--- src/sv/gbb_pkg.sv ---
// Shared constants, codes and types of the grid bounding box detector.
`default_nettype none

package gbb_pkg;

   // Default frame limits
   localparam int DEF_MAX_WIDTH  = 1024;
   localparam int DEF_MAX_HEIGHT = 1024;

   // Field widths
   localparam int PIXEL_W    = 8;
   localparam int LEVEL_W    = 8;
   localparam int DIM_W      = 11;
   localparam int MARGIN_W   = 10;
   localparam int CSR_ADDR_W = 3;
   localparam int CSR_DATA_W = 11;
   localparam int LEFT_W     = 10;
   localparam int SIZE_W     = 11;

   // Column entry: white run count plus the sticky qualified flag on top
   localparam int RUN_W   = 10;
   localparam int ENTRY_W = RUN_W + 1;
   localparam logic [RUN_W-1:0] RUN_SAT = '1;

   // Coordinates between the column unit and the box math cover the widest frame
   localparam int COORD_W = 12;
   localparam int SUM_W   = COORD_W + 1;

   // Result stream packing
   localparam int RSP_FIELDS_W = 2 * LEFT_W + 2 * SIZE_W;
   localparam int RSP_TDATA_W  = ((RSP_FIELDS_W + 7) / 8) * 8;
   localparam int RSP_PAD_W    = RSP_TDATA_W - RSP_FIELDS_W;

   // Register reset values
   localparam logic [DIM_W-1:0]    RST_IMAGE_WIDTH    = 11'd640;
   localparam logic [DIM_W-1:0]    RST_IMAGE_HEIGHT   = 11'd480;
   localparam logic [DIM_W-1:0]    RST_RUN_THRESHOLD  = 11'd60;
   localparam logic [MARGIN_W-1:0] RST_EXPAND_MARGIN  = 10'd5;
   localparam logic [LEVEL_W-1:0]  RST_BINARIZE_LEVEL = 8'd125;

   // Register indexes
   typedef enum logic [CSR_ADDR_W-1:0] {
      CSR_IMAGE_WIDTH    = 3'd0,
      CSR_IMAGE_HEIGHT   = 3'd1,
      CSR_RUN_THRESHOLD  = 3'd2,
      CSR_EXPAND_MARGIN  = 3'd3,
      CSR_BINARIZE_LEVEL = 3'd4
   } csr_index_type;

   // Edges of one finished frame, handed from the column unit to the box math
   typedef struct packed {
      logic               found;
      logic [COORD_W-1:0] left;
      logic [COORD_W-1:0] right;
      logic [COORD_W-1:0] top;
      logic [COORD_W-1:0] bottom;
   } frame_edges_type;

endpackage : gbb_pkg

`default_nettype wire

--- src/sv/gbb_box_calc.sv ---
// Margin widening, clamping and size math of the detected box, with result register.
`default_nettype none

module gbb_box_calc (
   input  wire logic                                clock,
   input  wire logic                                reset,
   input  wire logic                                frame_done,
   input  wire gbb_pkg::frame_edges_type            frame_edges,
   input  wire logic [gbb_pkg::MARGIN_W-1:0]        expand_margin,
   input  wire logic [gbb_pkg::COORD_W-1:0]         col_last,
   input  wire logic [gbb_pkg::COORD_W-1:0]         row_last,
   output logic [1:0]                               occupancy,
   output logic                                     out_valid,
   input  wire logic                                out_ready,
   output logic                                     out_found,
   output logic [gbb_pkg::LEFT_W-1:0]               out_left,
   output logic [gbb_pkg::LEFT_W-1:0]               out_top,
   output logic [gbb_pkg::SIZE_W-1:0]               out_width,
   output logic [gbb_pkg::SIZE_W-1:0]               out_height
);

   import gbb_pkg::*;

   // Stage 2: raw edges
   logic            s2_valid_ff;
   frame_edges_type s2_edges_ff;

   // Stage 3: widened and clamped corners
   logic               s3_valid_ff;
   logic               s3_found_ff;
   logic [COORD_W-1:0] s3_l_ff, s3_t_ff, s3_r_ff, s3_b_ff;
   logic [COORD_W-1:0] l_in, t_in, r_in, b_in;
   logic [COORD_W-1:0] margin;
   logic [SUM_W-1:0]   r_sum, b_sum;

   // Result sizes
   logic [SUM_W-1:0] w_in, h_in;

   // Result register
   logic              out_valid_ff;
   logic              out_found_ff;
   logic [LEFT_W-1:0] out_left_ff;
   logic [LEFT_W-1:0] out_top_ff;
   logic [SIZE_W-1:0] out_width_ff;
   logic [SIZE_W-1:0] out_height_ff;

   logic out_take;
   logic s3_take;
   logic s2_take;

   // Elastic handoff between stages
   assign out_take  = !out_valid_ff || out_ready;
   assign s3_take   = !s3_valid_ff || out_take;
   assign s2_take   = !s2_valid_ff || s3_take;
   assign occupancy = 2'(s2_valid_ff) + 2'(s3_valid_ff) + 2'(out_valid_ff);

   always_ff @(posedge clock) begin
      if (reset) begin
         s2_valid_ff  <= 1'b0;
         s3_valid_ff  <= 1'b0;
         out_valid_ff <= 1'b0;
      end else begin
         if (s2_take) begin
            s2_valid_ff <= frame_done;
         end
         if (s3_take) begin
            s3_valid_ff <= s2_valid_ff;
         end
         if (out_take) begin
            out_valid_ff <= s3_valid_ff;
         end
      end
   end

   always_ff @(posedge clock) begin
      if (s2_take && frame_done) begin
         s2_edges_ff <= frame_edges;
      end
   end

   // Widen each edge outward and clamp to the frame
   always_comb begin
      margin = COORD_W'(expand_margin);
      l_in   = (s2_edges_ff.left > margin) ? s2_edges_ff.left - margin : '0;
      t_in   = (s2_edges_ff.top > margin) ? s2_edges_ff.top - margin : '0;
      r_sum  = SUM_W'(s2_edges_ff.right) + SUM_W'(margin);
      b_sum  = SUM_W'(s2_edges_ff.bottom) + SUM_W'(margin);
      r_in   = (r_sum > SUM_W'(col_last)) ? col_last : r_sum[COORD_W-1:0];
      b_in   = (b_sum > SUM_W'(row_last)) ? row_last : b_sum[COORD_W-1:0];
   end

   always_ff @(posedge clock) begin
      if (s3_take && s2_valid_ff) begin
         s3_found_ff <= s2_edges_ff.found;
         s3_l_ff     <= l_in;
         s3_t_ff     <= t_in;
         s3_r_ff     <= r_in;
         s3_b_ff     <= b_in;
      end
   end

   // Box size from the clamped corners
   always_comb begin
      w_in = (s3_r_ff >= s3_l_ff) ? SUM_W'(s3_r_ff) - SUM_W'(s3_l_ff) + SUM_W'(1) : '0;
      h_in = (s3_b_ff >= s3_t_ff) ? SUM_W'(s3_b_ff) - SUM_W'(s3_t_ff) + SUM_W'(1) : '0;
   end

   // Hold the result until transfer; zero all fields when an edge is missing
   always_ff @(posedge clock) begin
      if (out_take && s3_valid_ff) begin
         out_found_ff <= s3_found_ff;
         if (s3_found_ff) begin
            out_left_ff   <= s3_l_ff[LEFT_W-1:0];
            out_top_ff    <= s3_t_ff[LEFT_W-1:0];
            out_width_ff  <= w_in[SIZE_W-1:0];
            out_height_ff <= h_in[SIZE_W-1:0];
         end else begin
            out_left_ff   <= '0;
            out_top_ff    <= '0;
            out_width_ff  <= '0;
            out_height_ff <= '0;
         end
      end
   end

   assign out_valid  = out_valid_ff;
   assign out_found  = out_found_ff;
   assign out_left   = out_left_ff;
   assign out_top    = out_top_ff;
   assign out_width  = out_width_ff;
   assign out_height = out_height_ff;

   // Admission control upstream must leave room for every finished frame
   a_room_for_frame : assert property (@(posedge clock) disable iff (reset)
      frame_done |-> s2_take)
      else $error("finished frame arrived with stage 2 blocked");

   // A box that lacks any edge carries zero fields
   a_missing_is_zero : assert property (@(posedge clock) disable iff (reset)
      (out_valid_ff && !out_found_ff) |-> (out_left_ff == '0) && (out_top_ff == '0)
                                    && (out_width_ff == '0) && (out_height_ff == '0))
      else $error("result without edges has nonzero fields");

endmodule : gbb_box_calc

`default_nettype wire

--- config.mk ---
export PLATFORM = sky130hd
export DESIGN_NAME = gbb_box_calc
export DESIGN_NICKNAME = d
export VERILOG_FILES = /design/src/sv/gbb_pkg.sv /design/src/sv/gbb_box_calc.sv
export SDC_FILE = /design/constraint.sdc
export NUM_CORES = 1
export LEC_CHECK = 0
export ABC_AREA = 1
export BUFFER_PORTS_ARGS = -buffer_cell sky130_fd_sc_hd__buf_4
export CAP_MARGIN = 20
export CELL_PAD_IN_SITES_DETAIL_PLACEMENT = 0
export CELL_PAD_IN_SITES_GLOBAL_PLACEMENT = 2
export CORE_MARGIN = 2
export CORE_UTILIZATION = 37
export CTS_BUF_LIST = sky130_fd_sc_hd__clkbuf_8
export CTS_CLUSTER_DIAMETER = 80
export DETAILED_ROUTE_END_ITERATION = 6
export GPL_TIMING_DRIVEN = 0
export PLACE_DENSITY_LB_ADDON = 0.3
export REMOVE_ABC_BUFFERS = 1
export SYNTH_ARGS = -nofsm -noshare
export SYNTH_HDL_FRONTEND = slang
export SYNTH_SLANG_ARGS = --single-unit
--- constraint.sdc ---
create_clock -name clock -period 3.6 [get_ports clock]
set_input_delay 0.18 -clock clock [delete_from_list [all_inputs] [get_ports clock]]
set_output_delay 0.18 -clock clock [all_outputs]
set_load 0.03 [all_outputs]
; After elaboration in Yosys (flattened, before gate mapping)
; Cells that the tools add are included.
[classes]
muxes = 2
shifts = 0
eq_ne = 0
bitwise_logic = 0
reduce_logical = 11
mul = 0
addsub = 10
magnitude_cmp = 6
div_mod_pow = 0
[op_table]
columns = op, n
row1 = adder 12 x 10 -> 13 bit, 2
row2 = > comparator 13 x 12 -> 1 bit, 2
row3 = greater-or-equal comparator 12 bit, 2
row4 = > comparator 12 x 10 -> 1 bit, 2
row5 = 2-to-1 mux 12 bit, 2
row6 = subtractor 12 x 10 -> 12 bit, 2
row7 = "adder 11 x 1 -> 11 bit, second input constant", 2
row8 = subtractor 11 bit, 2
row9 = AND reduction 2 bit, 2
row10 = logical AND 1 bit, 3
row11 = zero test 1 bit, 3
row12 = logical OR 1 bit, 3
row13 = adder 1 x 1 -> 2 bit, 1
row14 = adder 2 x 1 -> 2 bit, 1
[word_totals]
n_memories = 0
elab_cells = 47
ramBits = 0
reg_bits = 144
latch_bits = 0
out_inout_bits = 46
romBits = 0
in_bits = 87

; Depth between registers and ports, before layout
; Gate-level depths: netlist of the first run.
[depth]
depth_word = 5
ltp_mapped = 22
depth_no_buf = 21

; Least setup slack after synthesis of the first run
; Ideal clock, no wire load.
[synth_timing]
path_type = register -> register
from = register out_valid_ff, in the netlist out_valid
to = register out_found_ff, in the netlist out_found, enable pin
slack_ps = 524
t_arrival_ps = 2619
path_buffers = 0
setup_ps = 458
t_required_ps = 3142
stages_incl_launch_ff = 2
period_less_slack_ps = 3076
cell_sequence = dfxtp_1 > a21oi_1
[synth_via]
elab_chain_cells = 3
[synth_lines]
columns = element, line_no
row1 = start: declaration, gbb_box_calc.sv:40  ; logic out_valid_ff;
row2 = start signal: assignment, gbb_box_calc.sv:70  ; out_valid_ff <= s3_valid_ff;
row3 = zero test 1 bit, gbb_box_calc.sv:52  ; assign out_take = !out_valid_ff || out_ready;
row4 = logical OR 1 bit, gbb_box_calc.sv:52
row5 = logical AND 1 bit, gbb_box_calc.sv:110  ; if (out_take && s3_valid_ff) begin
row6 = end signal: assignment, gbb_box_calc.sv:111  ; out_found_ff <= s3_found_ff;
row7 = end: declaration, gbb_box_calc.sv:41  ; logic out_found_ff;
; Every way passes these cells.
; A chain may end at the register's enable or synchronous reset.

; Worst setup path after layout of the first run
[layout_timing]
from = register s2_edges_ff[24] (netlist bit)
to = register s3_r_ff[0] (data pin)
[layout_via]
elab_chain_cells = 3
[layout_lines]
columns = element, line_no
row1 = start: declaration, gbb_box_calc.sv:26  ; frame_edges_type s2_edges_ff;
row2 = start signal: assignment, gbb_box_calc.sv:77  ; s2_edges_ff <= frame_edges;
row3 = adder 12 x 10 -> 13 bit (*), gbb_box_calc.sv:86  ; r_sum = SUM_W'(s2_edges_ff.right) + SUM_W'(margin);
row4 = > comparator 13 x 12 -> 1 bit, gbb_box_calc.sv:88  ; r_in = (r_sum > SUM_W'(col_last)) ? col_last : r_sum[COORD_W-1:0];
row5 = 2-to-1 mux 12 bit (*), gbb_box_calc.sv:88
row6 = named net r_in[0], gbb_box_calc.sv:32  ; logic [COORD_W-1:0] l_in, t_in, r_in, b_in;
row7 = end signal: assignment, gbb_box_calc.sv:97  ; s3_r_ff <= r_in;
row8 = end: declaration, gbb_box_calc.sv:31  ; logic [COORD_W-1:0] s3_l_ff, s3_t_ff, s3_r_ff, s3_b_ff;
; Mark *: on every way through the listed nets, which the timed path passes. The rest lies on a longest branch.

==> flow_metrics.py, run 1 <==
metrics = {
    "min_path": {
        "hold_start": "frame_done",
        "hp-class": "in -> reg",
        "worstHoldPathCells": 3,
        "holdPathEnd": "s2_valid_ff$_SDFFE_PP0N_",
    },
    "floorplan": {
        "core_um2": 25800,
        "die_h_um": 166,
        "start_util_pct": 37.4,
        "dieArea_um2": 27500,
        "io-pin-count": 133,
        "row_count": 59,
        "die_w_um": 166,
    },
    "final_layout": {
        "fill_cells": 2541,
        "drive_gt1_share_pct": 14.6,
        "syn2layout_area_growth_pct": 25.1,
        "fin_nets": 1492,
        "diodes": 0,
        "final_util_pct": 46.8,
    },
    "clock_tree": {
        "insertion_delay_ns": 0.45,
        "cts_tree": "done",
        "post-cts-setup-buffers": 0,
        "clock-sinks": 144,
        "cts-htree-levels": 4,
        "cts_buffers": 17,
        "clock_path_buffers": 2,
        "clk_pin_slew_ns": 0.08,
        "ctsRootBufferMaster": "clkbuf_8",
    },
    "timing": {
        "min_period_over_period_pct": 91.7,
        "hold_violations": 0,
        "grt_setup_unrepaired": "no",
        "worstMarginPinSlew_ns": 0.848,
        "final-max-slew-violation-count": 0,
        "tns_ns": 0,
        "period_needed_ns": 3.30,
        "finalSetupViolCount": 0,
        "max_freq_ghz": 0.303,
        "fin_worst_skew_ns": 0.0161,
        "slew_headroom_pct": 43.4,
    },
    "worst_setup_path": {
        "crit_fanout": 13,
        "cp-start-kind": "flip-flop",
        "crit_top_cell": "nand2_1",
        "r2r_end": "s3_r_ff[0]$_DFFE_PP_",
        "crit_type": "reg -> reg",
        "timing.rr.start": "s2_edges_ff[24]$_DFFE_PP_",
        "cp.arrival_ns": 3.49,
        "slowest_stage": "fa_1",
        "cp.required_ns": 3.79,
        "setup.worst_path.end_class": "flip-flop",
        "cpPeakStageDelay_ns": 0.45,
        "crit_chain": "ha_1, inv_1, fa_1, o21ai_2, nand2_1, nand2_1, xor2_1, ha_1, a21oi_1, o21a_1, nand2_1, nand2_1, nand2_1, nand2_4, nand2_4, nand2_1, nand2_1",
        "r2r_setup_slack_ns": 0.30,
        "r2r_cells": 17,
    },
    "power_and_ir_drop": {
        "clockPowerShare_pct": 29.5,
        "seq_power_share_pct": 41.6,
        "power.internal_mw": 3.37,
        "p_per_area_nw_per_um2": 406,
        "ir_worst_vdd_uv": 189,
        "p_comb_share_pct": 28.9,
        "p_leak_nw": 5.85,
        "swShare_pct": 31.4,
        "p_sw_mw": 1.54,
        "power_mw": 4.92,
    },
    "detailed_routing": {
        "first_iter_violations": 367,
        "routed_via_density": 4.60,
        "route.detailed.drc": 0,
        "ant_nets": 0,
        "routedWlPerCell_um": 13.9,
        "drt_wl_total_um": 22600,
        "drt_pass1_iterations": 5,
        "num_vias": 7477,
    },
    "synth": {
        "ys_ff_latch": 144,
        "synth.most_common_cell": "nand2_1",
        "yosys_warnings": 0,
        "syn_area_um2": 9680,
        "ys_seq_area_share_pct": 44.4,
        "synth.distinct_cells": 37,
        "synth_top_area_share_pct": 43.8,
        "ys.flop_type": "edfxtp_1",
        "syn_area_per_cell_um2": 8.94,
        "async_reset_ff_share_pct": 0,
        "synthCells": 1082,
        "synthTopCellsByCount": "nand2_1, inv_1, edfxtp_1",
        "synth_edf_count": 141,
        "synth_area_leaders": "edfxtp_1, ha_1, nand2_1",
        "yosys.area.top_type": "edfxtp_1",
    },
    "global_route": {
        "grtUsageTotal_pct": 16.7,
        "grt-ovfl-total": 0,
        "first_global_vias": 7212,
        "grt_max_degree": 47,
        "antenna_found_initial": 0,
        "grt_first_pass_wirelength_um": 36500,
    },
    "place": {
        "port_buffers": 132,
        "place_congestion": 0.852,
        "dp_hpwl_um": 18100,
    },
    "run_status": {
        "status": "complete, no violations",
    },
    "job": {
        "maxCapViolCount": 0,
    },
}
==> kinds of logic after synthesis <==
logic type	Yosys count	share of synthesized area (%)
AOI/OAI and AO/OA	128	7.57
and+or+nand+nor	451	19.7
xor gates and xnor gates	30	2.72
DFF	144	44.4
adders and majority gates	125	17.3
buffers and inverters	204	8.26
==> state kept, by name, indices dropped and copies added (netlist names) <==
name         flops
out_height      11
s2_edges_ff     49
s3_r_ff         12
s3_found_ff      1
s3_b_ff         12
out_valid        1
out_left        10
out_found        1
out_width       11
s3_valid_ff      1
out_top         10
s3_t_ff         12
s3_l_ff         12
s2_valid_ff      1
==> worst max-delay path by stage <==
stage	cells after the start	slack (ns)	end	from
after CTS	19	0.003	s3_b_ff[11]$_DFFE_PP_	s2_edges_ff[0]$_DFFE_PP_
after floorplan	1	0.52	out_found$_DFFE_PP_	out_valid$_SDFFE_PP0P_
final	17	0.30	s3_r_ff[0]$_DFFE_PP_	s2_edges_ff[24]$_DFFE_PP_
after global placement	2	-0.16	out_left[8]$_SDFFCE_PN0P_	s3_valid_ff$_SDFFE_PP0P_
after global routing	17	0.02	s3_r_ff[9]$_DFFE_PP_	s2_edges_ff[24]$_DFFE_PP_
after detailed placement	17	-0.08	s3_r_ff[0]$_DFFE_PP_	expand_margin[1]
==> final cells by class <==
cell class	instances	area (µm²)	share of cell area, %
clock inverters	14	199	1.64
flip-flops and latches	144	4290	35.5
well taps	335	419	3.46
clock buffers	17	234	1.93
inverters	192	721	5.95
multi-input cells	734	4630	38.2
repair buffers	191	1610	13.3
==> repair_timing <==
| item | CTS | global route |
|---|---|---|
| hold endpoints to repair | 58 | 0 |
| hold buffers | 56 | 0 |
| endpoints found under the setup margin | 8 | 24 |
| resized for setup | 1 | 6 |
==> power by group through the flow <==
stage / combinational, mW / clock [mW] / sequential [mW]
floorplan: 0.934 / 0 / 2.10
global placement: 1.37 / 0 / 2.09
detailed placement: 1.38 / 0 / 2.09
CTS: 1.43 / 1.49 / 2.05
finish: 1.42 / 1.45 / 2.05
global route: 1.65 / 1.56 / 2.06
==> critical path, delay by kind of cell (launching register included) <==
family | cells | cell delay [ns]
buffers and inverters | 1 | 0.07
adder cells (fa/ha/maj) | 3 | 0.96
AO/OA/AOI/OAI | 3 | 0.48
XOR/XNOR | 1 | 0.27
flip-flops | 1 | 0.36
AND/OR/NAND/NOR | 9 | 0.91
==> stage by stage <==
stage / hold WS [ns] / worst slack [ns] / cells / area, µm²
3_3_place_gp: 0.358 / -0.161 / 1537 / 11000
4_1_cts: 0.00802 / 0.00288 / 1627 / 12100
5_1_grt: 0.0221 / 0.0190 / 1627 / 12100
2_1_floorplan: 0.249 / 0.524 / 1070 / 9600
6_report: 0.0340 / 0.300 / 1627 / 12100
3_5_place_dp: 0.359 / -0.0819 / 1540 / 11100
==> cell usage in the layout, fill, tap and decap left out, types with 4 or more instances in the layout <==
cell | Yosys | routed
a21o_1 | 10 | 10
a21oi_1 | 68 | 67
a31oi_1 | 5 | 5
buf_4 | 4 | 132
bufinv_16 | 0 | 5
clkbuf_8 | 0 | 17
dlygate4sd3_1 | 0 | 56
edfxtp_1 | 141 | 141
fa_1 | 15 | 15
ha_1 | 110 | 110
inv_1 | 192 | 192
nand2_1 | 245 | 243
nand2_4 | 0 | 4
nand3_1 | 68 | 68
nand3b_1 | 5 | 5
nand4_1 | 11 | 11
nor2_1 | 87 | 87
nor3_1 | 10 | 10
o21a_1 | 4 | 4
o21ai_0 | 18 | 18
o21ai_1 | 5 | 5
o21bai_1 | 9 | 9
or2_2 | 8 | 8
xnor2_1 | 8 | 8
xor2_1 | 22 | 21
==> layer usage <==
metal	up-vias	GRT usage (%)	part of all wire [%]
li1	3967	-	-
met1	3342	24.5	51
met3	15	2.89	4.0
met2	153	25.5	44
met4	0	4.31	1.1
met5	-	0	0
(Power assumes the default switching activity.)
==> run 2: changes to the inputs <==
--- a/config.mk
+++ b/config.mk
@@ -6,7 +6,7 @@
 export NUM_CORES = 1
 export LEC_CHECK = 0
 export ABC_AREA = 1
-export BUFFER_PORTS_ARGS = -buffer_cell sky130_fd_sc_hd__buf_4
+export BUFFER_PORTS_ARGS = -buffer_cell sky130_fd_sc_hd__buf_2
 export CAP_MARGIN = 20
 export CELL_PAD_IN_SITES_DETAIL_PLACEMENT = 0
 export CELL_PAD_IN_SITES_GLOBAL_PLACEMENT = 2
==> run 2 against run 1 <==
Highest routed layer unchanged. Utilization fell by 1.7 points. Non-clock buffer count fell by 2. Via count barely moved. Design area fell by 3.5%.
==> flow_metrics.py, run 2 (synthesis gave the netlist of run 1 again) <==
metrics = {
    "global_route": {
        "grtUsageTotal_pct": 16.8,
        "grt-ovfl-total": 0,
        "antenna_found_initial": 0,
        "grt_max_degree": 47,
        "first_global_vias": 7199,
        "grt_first_pass_wirelength_um": 36800,
    },
    "min_path": {
        "hp-class": "in -> reg",
        "worstHoldPathCells": 3,
    },
    "timing": {
        "final-max-slew-violation-count": 0,
        "worstMarginPinSlew_ns": 0.851,
        "period_needed_ns": 3.31,
        "layout_setup_ws_ns": 0.286,
        "slew_headroom_pct": 43.3,
        "min_period_over_period_pct": 92.1,
        "grt_setup_unrepaired": "no",
        "fin_worst_skew_ns": 0.0199,
        "finalSetupViolCount": 0,
        "max_freq_ghz": 0.302,
        "hold_violations": 0,
    },
    "final_layout": {
        "postLayoutCellArea_um2": 11700,
        "largest_register_ffs": 49,
        "instances_no_fill": 1625,
        "mostFrequentLayoutCell": "nand2_1",
        "drive_gt1_share_pct": 14.3,
        "top_register": "s2_edges_ff",
        "final_cell_mix": "nand2_1, inv_1, edfxtp_1, buf_2, ha_1",
        "diodes": 0,
        "fin_nets": 1490,
        "syn2layout_area_growth_pct": 20.7,
        "fill_cells": 2564,
    },
    "power_and_ir_drop": {
        "power_mw": 4.66,
        "ir_worst_vdd_uv": 182,
        "seq_power_share_pct": 43.8,
        "clockPowerShare_pct": 26.5,
        "swShare_pct": 33.1,
        "p_per_area_nw_per_um2": 400,
        "p_comb_share_pct": 29.6,
        "p_sw_mw": 1.54,
        "power.internal_mw": 3.12,
        "p_leak_nw": 5.69,
    },
    "worst_setup_path": {
        "path_depth": 19,
        "cp.required_ns": 3.78,
        "r2r_end": "s3_b_ff[11]$_DFFE_PP_",
        "crit_top_cell": "nand2_1",
        "cp.arrival_ns": 3.50,
        "r2r_setup_slack_ns": 0.29,
        "r2r_cells": 19,
        "startpoint": "s2_edges_ff[0]$_DFFE_PP_",
        "slowest_stage": "fa_1",
        "crit_fanout": 13,
        "cp_top_family": "simple AND/OR/NAND/NOR gates",
        "setup.worst_path.end_class": "flip-flop",
        "cpPeakStageDelay_ns": 0.39,
        "cp_num_buf_inv": 2,
        "crit_chain": "ha_1, inv_1, fa_1, inv_1, nand3_1, nand2_1, nand3_1, nand2_1, xor2_1, ha_1, a21oi_1, o21a_1, nand2_1, nand2_1, nand2_1, nand2_4, nand2_4, nand2_1, nand2_1",
        "cp-start-kind": "flip-flop",
        "crit_type": "reg -> reg",
        "timing.rr.start": "s2_edges_ff[0]$_DFFE_PP_",
        "worstSetupEndpoint": "s3_b_ff[11]$_DFFE_PP_",
    },
    "floorplan": {
        "start_util_pct": 37.4,
        "row_count": 59,
        "die_w_um": 166,
        "io-pin-count": 133,
        "core_um2": 25800,
        "die_h_um": 166,
        "dieArea_um2": 27500,
    },
    "clock_tree": {
        "insertion_delay_ns": 0.46,
        "clock_path_buffers": 2,
        "cts_tree": "done",
        "cts-htree-levels": 4,
        "cts_buffers": 17,
        "clk_pin_slew_ns": 0.08,
        "clock-sinks": 144,
        "ctsRootBufferMaster": "clkbuf_8",
    },
    "place": {
        "place_congestion": 0.854,
        "dp_cells": 1540,
        "port_buffers": 132,
        "post-place-ws_ns": -0.169,
        "dp_hpwl_um": 18100,
        "dpl_cell_area_um2": 10700,
    },
    "detailed_routing": {
        "drt_pass1_iterations": 4,
        "routedWlPerCell_um": 14.0,
        "drt_wl_total_um": 22800,
        "first_iter_violations": 304,
        "route.detailed.drc": 0,
        "ant_nets": 0,
        "routed_via_density": 4.60,
        "num_vias": 7482,
    },
    "run_status": {
        "status": "complete, no violations",
    },
    "job": {
        "maxCapViolCount": 0,
    },
}
-- run 2: through the flow --
stage / TNS [ns] / utilization [%] / hold slack (ns)
6_report: 0 / 45.2 / 0.0310
5_1_grt: 0 / 45.2 / 0.0332
4_1_cts: 0 / 45.1 / 0.0108
3_5_place_dp: -2.63 / 41.6 / 0.358
3_3_place_gp: -9.60 / 41.3 / 0.357
2_1_floorplan: 0 / - / 0.249
-- run 2: worst min-delay path, delay by kind of cell --
family / cells / cell delay, ns
AND/OR/NAND/NOR: 2 / 0.10
buffers and inverters: 1 / 0.09
-- run 2: worst min-delay path by stage --
stage | from | to | slack (ns)
finish | col_last[8] | s3_r_ff[8]$_DFFE_PP_ | 0.03
CTS | col_last[8] | s3_r_ff[8]$_DFFE_PP_ | 0.01
floorplan | reset | out_valid$_SDFFE_PP0P_ | 0.25
detailed placement | frame_edges[24] | s2_edges_ff[24]$_DFFE_PP_ | 0.36
global placement | frame_edges[25] | s2_edges_ff[25]$_DFFE_PP_ | 0.36
global route | row_last[4] | s3_b_ff[4]$_DFFE_PP_ | 0.03
-- run 2: cell type report --
type | instances | area, µm² | area share, %
inverters | 192 | 721 | 6.17
repair buffers | 189 | 1260 | 10.8
well taps | 335 | 419 | 3.59
clock buffers | 17 | 234 | 2.00
multi-input cells | 734 | 4620 | 39.6
clock inverters | 14 | 128 | 1.09
flip-flops and latches | 144 | 4290 | 36.8
-- run 2: routing by layer --
layer  vias up  track usage (%)  part of all wire [%]
met4         0             4.76                   1.5
met5         -                0                     0
met1      3349             24.7                    52
met3        22             2.75                   3.4
met2       147             25.7                    43
li1       3964                -                     -
-- run 2: power groups by stage --
stage	Combinational (mW)	Sequential (mW)	Clock, mW
floorplan	0.934	2.10	0
global placement	1.33	2.09	0
detailed placement	1.34	2.08	0
CTS	1.40	2.05	1.28
global route	1.60	2.06	1.35
finish	1.38	2.05	1.24
-- run 2: repair_timing --
action	CTS	global route
pin swaps	0	0
gates resized for setup	2	4
hold buffers	54	0
buffers inserted	0	0
hold endpoints to repair	55	0
endpoints found under the setup margin	18	24
==> run 3: changes to the inputs <==
--- a/config.mk
+++ b/config.mk
@@ -16,7 +16,7 @@
 export CTS_CLUSTER_DIAMETER = 80
 export DETAILED_ROUTE_END_ITERATION = 6
 export GPL_TIMING_DRIVEN = 0
-export PLACE_DENSITY_LB_ADDON = 0.3
+export PLACE_DENSITY_LB_ADDON = 0.1
 export REMOVE_ABC_BUFFERS = 1
 export SYNTH_ARGS = -nofsm -noshare
 export SYNTH_HDL_FRONTEND = slang
==> run 3 against run 2 <==
Design area is 0.14% lower. Largest cell class unchanged. Critical endpoint is now s3_r_ff[0]$_DFFE_PP_. Fmax is 0.20% lower. Final cell count is 0.25% lower. Die area stayed put. Non-clock buffer count is 2 lower. First-iteration DRC count is 20% higher.
==> flow_metrics.py, run 3 (synthesis gave the netlist of run 1 again) <==
metrics = {
    "clock_tree": {
        "ctsRootBufferMaster": "clkbuf_8",
        "insertion_delay_ns": 0.45,
        "clk_pin_slew_ns": 0.09,
        "clock-sinks": 144,
        "clock_path_buffers": 2,
        "cts_tree": "done",
        "cts-htree-levels": 4,
        "cts_buffers": 17,
        "post-cts-setup-buffers": 0,
    },
    "final_layout": {
        "final_cell_mix": "nand2_1, inv_1, edfxtp_1, buf_2, ha_1",
        "diodes": 0,
        "top_register": "s2_edges_ff",
        "drive_gt1_share_pct": 14.4,
        "multiInputGateArea_um2": 4620,
        "fin_nets": 1488,
        "register_area_um2": 4290,
        "syn2layout_area_growth_pct": 20.5,
        "postLayoutCellArea_um2": 11700,
        "mostFrequentLayoutCell": "nand2_1",
        "fill_cells": 2599,
        "largest_register_ffs": 49,
        "final_util_pct": 45.1,
    },
    "global_route": {
        "grt_first_pass_wirelength_um": 37800,
        "grtUsageTotal_pct": 17.4,
        "first_global_vias": 7199,
        "antenna_found_initial": 0,
        "grt_max_degree": 47,
        "grt-ovfl-total": 0,
    },
    "place": {
        "place_congestion": 0.801,
        "post-place-ws_ns": -0.203,
        "port_buffers": 132,
        "dp_hpwl_um": 18700,
        "dpl_cell_area_um2": 10700,
    },
    "worst_setup_path": {
        "cp.arrival_ns": 3.50,
        "setup.worst_path.end_class": "flip-flop",
        "slowest_stage": "fa_1",
        "crit_fanout": 13,
        "cp-start-kind": "flip-flop",
        "crit_chain": "ha_1, inv_1, fa_1, o21ai_2, nand2_1, nand2_1, xor2_1, ha_1, a21oi_1, o21a_1, nand2_1, nand2_1, nand2_1, nand2_4, nand2_4, nand2_1, nand2_1",
        "crit_type": "reg -> reg",
        "r2r_cells": 17,
        "cp.required_ns": 3.78,
        "crit_top_cell": "nand2_1",
        "cpPeakStageDelay_ns": 0.45,
    },
    "timing": {
        "tns_ns": 0,
        "layout_setup_ws_ns": 0.279,
        "fin_worst_skew_ns": 0.0145,
        "grt_setup_unrepaired": "no",
        "slew_headroom_pct": 41.7,
        "finalSetupViolCount": 0,
        "min_period_over_period_pct": 92.3,
        "max_freq_ghz": 0.301,
        "worstMarginPinSlew_ns": 0.874,
        "hold_violations": 0,
        "period_needed_ns": 3.32,
        "final-max-slew-violation-count": 0,
    },
    "detailed_routing": {
        "routed_via_density": 4.59,
        "route.detailed.drc": 0,
        "drt_pass1_iterations": 5,
        "routedWlPerCell_um": 14.5,
        "drt_wl_total_um": 23500,
        "num_vias": 7446,
        "ant_nets": 0,
        "first_iter_violations": 364,
    },
    "power_and_ir_drop": {
        "p_per_area_nw_per_um2": 404,
        "power_mw": 4.71,
        "p_leak_nw": 5.70,
        "ir_worst_vdd_uv": 180,
    },
    "min_path": {
        "hp-class": "in -> reg",
        "worstHoldPathCells": 3,
    },
    "floorplan": {
        "die_h_um": 166,
        "io-pin-count": 133,
        "die_w_um": 166,
        "row_count": 59,
        "core_um2": 25800,
        "dieArea_um2": 27500,
        "start_util_pct": 37.4,
    },
    "job": {
        "maxCapViolCount": 0,
    },
    "run_status": {
        "status": "complete, no violations",
    },
}
-- run 3: cell count changes in the layout (fill, tap and decap cells not counted), sizes merged --
cell / delta
clkinvlp: -1
bufinv: +1
clkinv: -2
dlygate4sd3: -2
-- run 3: critical path: cells and delay by family (launching register included) --
kind / cells / cell delay, ns
buffers and inverters: 1 / 0.07
flip-flops: 1 / 0.37
XOR/XNOR: 1 / 0.25
AND/OR/NAND/NOR: 9 / 0.90
AO/OA/AOI/OAI: 3 / 0.50
adder cells (fa/ha/maj): 3 / 0.96
-- run 3: final cells by class --
class / count / area share (%)
Multi-Input combinational cell: 734 / 39.6
Sequential cell: 144 / 36.8
Timing Repair Buffer: 187 / 10.6
Inverter: 192 / 6.18
Tap cell: 335 / 3.60
Clock buffer: 17 / 2.01
Clock inverter: 12 / 1.13
-- run 3: repair_timing --
item,CTS,global route
setup endpoints to repair,15,24
endpoints found under the hold margin,53,0
gates resized for setup,2,4
cloned,0,0
hold buffers,52,0
-- run 3: path summary, 6_finish.rpt --
path | from | to | slack, ns
worst max register to register | s2_edges_ff[24]$_DFFE_PP_ | s3_r_ff[0]$_DFFE_PP_ | 0.28
worst min register to register | s2_edges_ff[48]$_DFFE_PP_ | s3_found_ff$_DFFE_PP_ | 0.43
worst max-delay path | s2_edges_ff[24]$_DFFE_PP_ | s3_r_ff[0]$_DFFE_PP_ | 0.28
worst min-delay path | col_last[5] | s3_r_ff[5]$_DFFE_PP_ | 0.04
-- run 3: through the flow --
stage / hold WS (ns) / std cells
after detailed placement: 0.358 / 1540
after CTS: 0.00801 / 1621
after global routing: 0.0140 / 1621
final: 0.0379 / 1621
after floorplan: 0.249 / 1070
after global placement: 0.357 / 1537
-- run 3: layer usage --
layer  part of all wire [%]  up-vias  global-route usage (%)
met3                    3.8       11                    3.20
met4                   0.90        0                    4.08
met2                     43      136                    26.4
met1                     52     3347                    25.8
met5                      0        -                       0
li1                       -     3952                       -
-- run 3: power by group --
| group | switching, mW | internal [mW] | total [mW] |
|---|---|---|---|
| combinational | 0.866 | 0.534 | 1.40 |
| clock | 0.613 | 0.657 | 1.27 |
| sequential | 0.0544 | 1.99 | 2.04 |
| total | 1.53 | 3.18 | 4.71 |
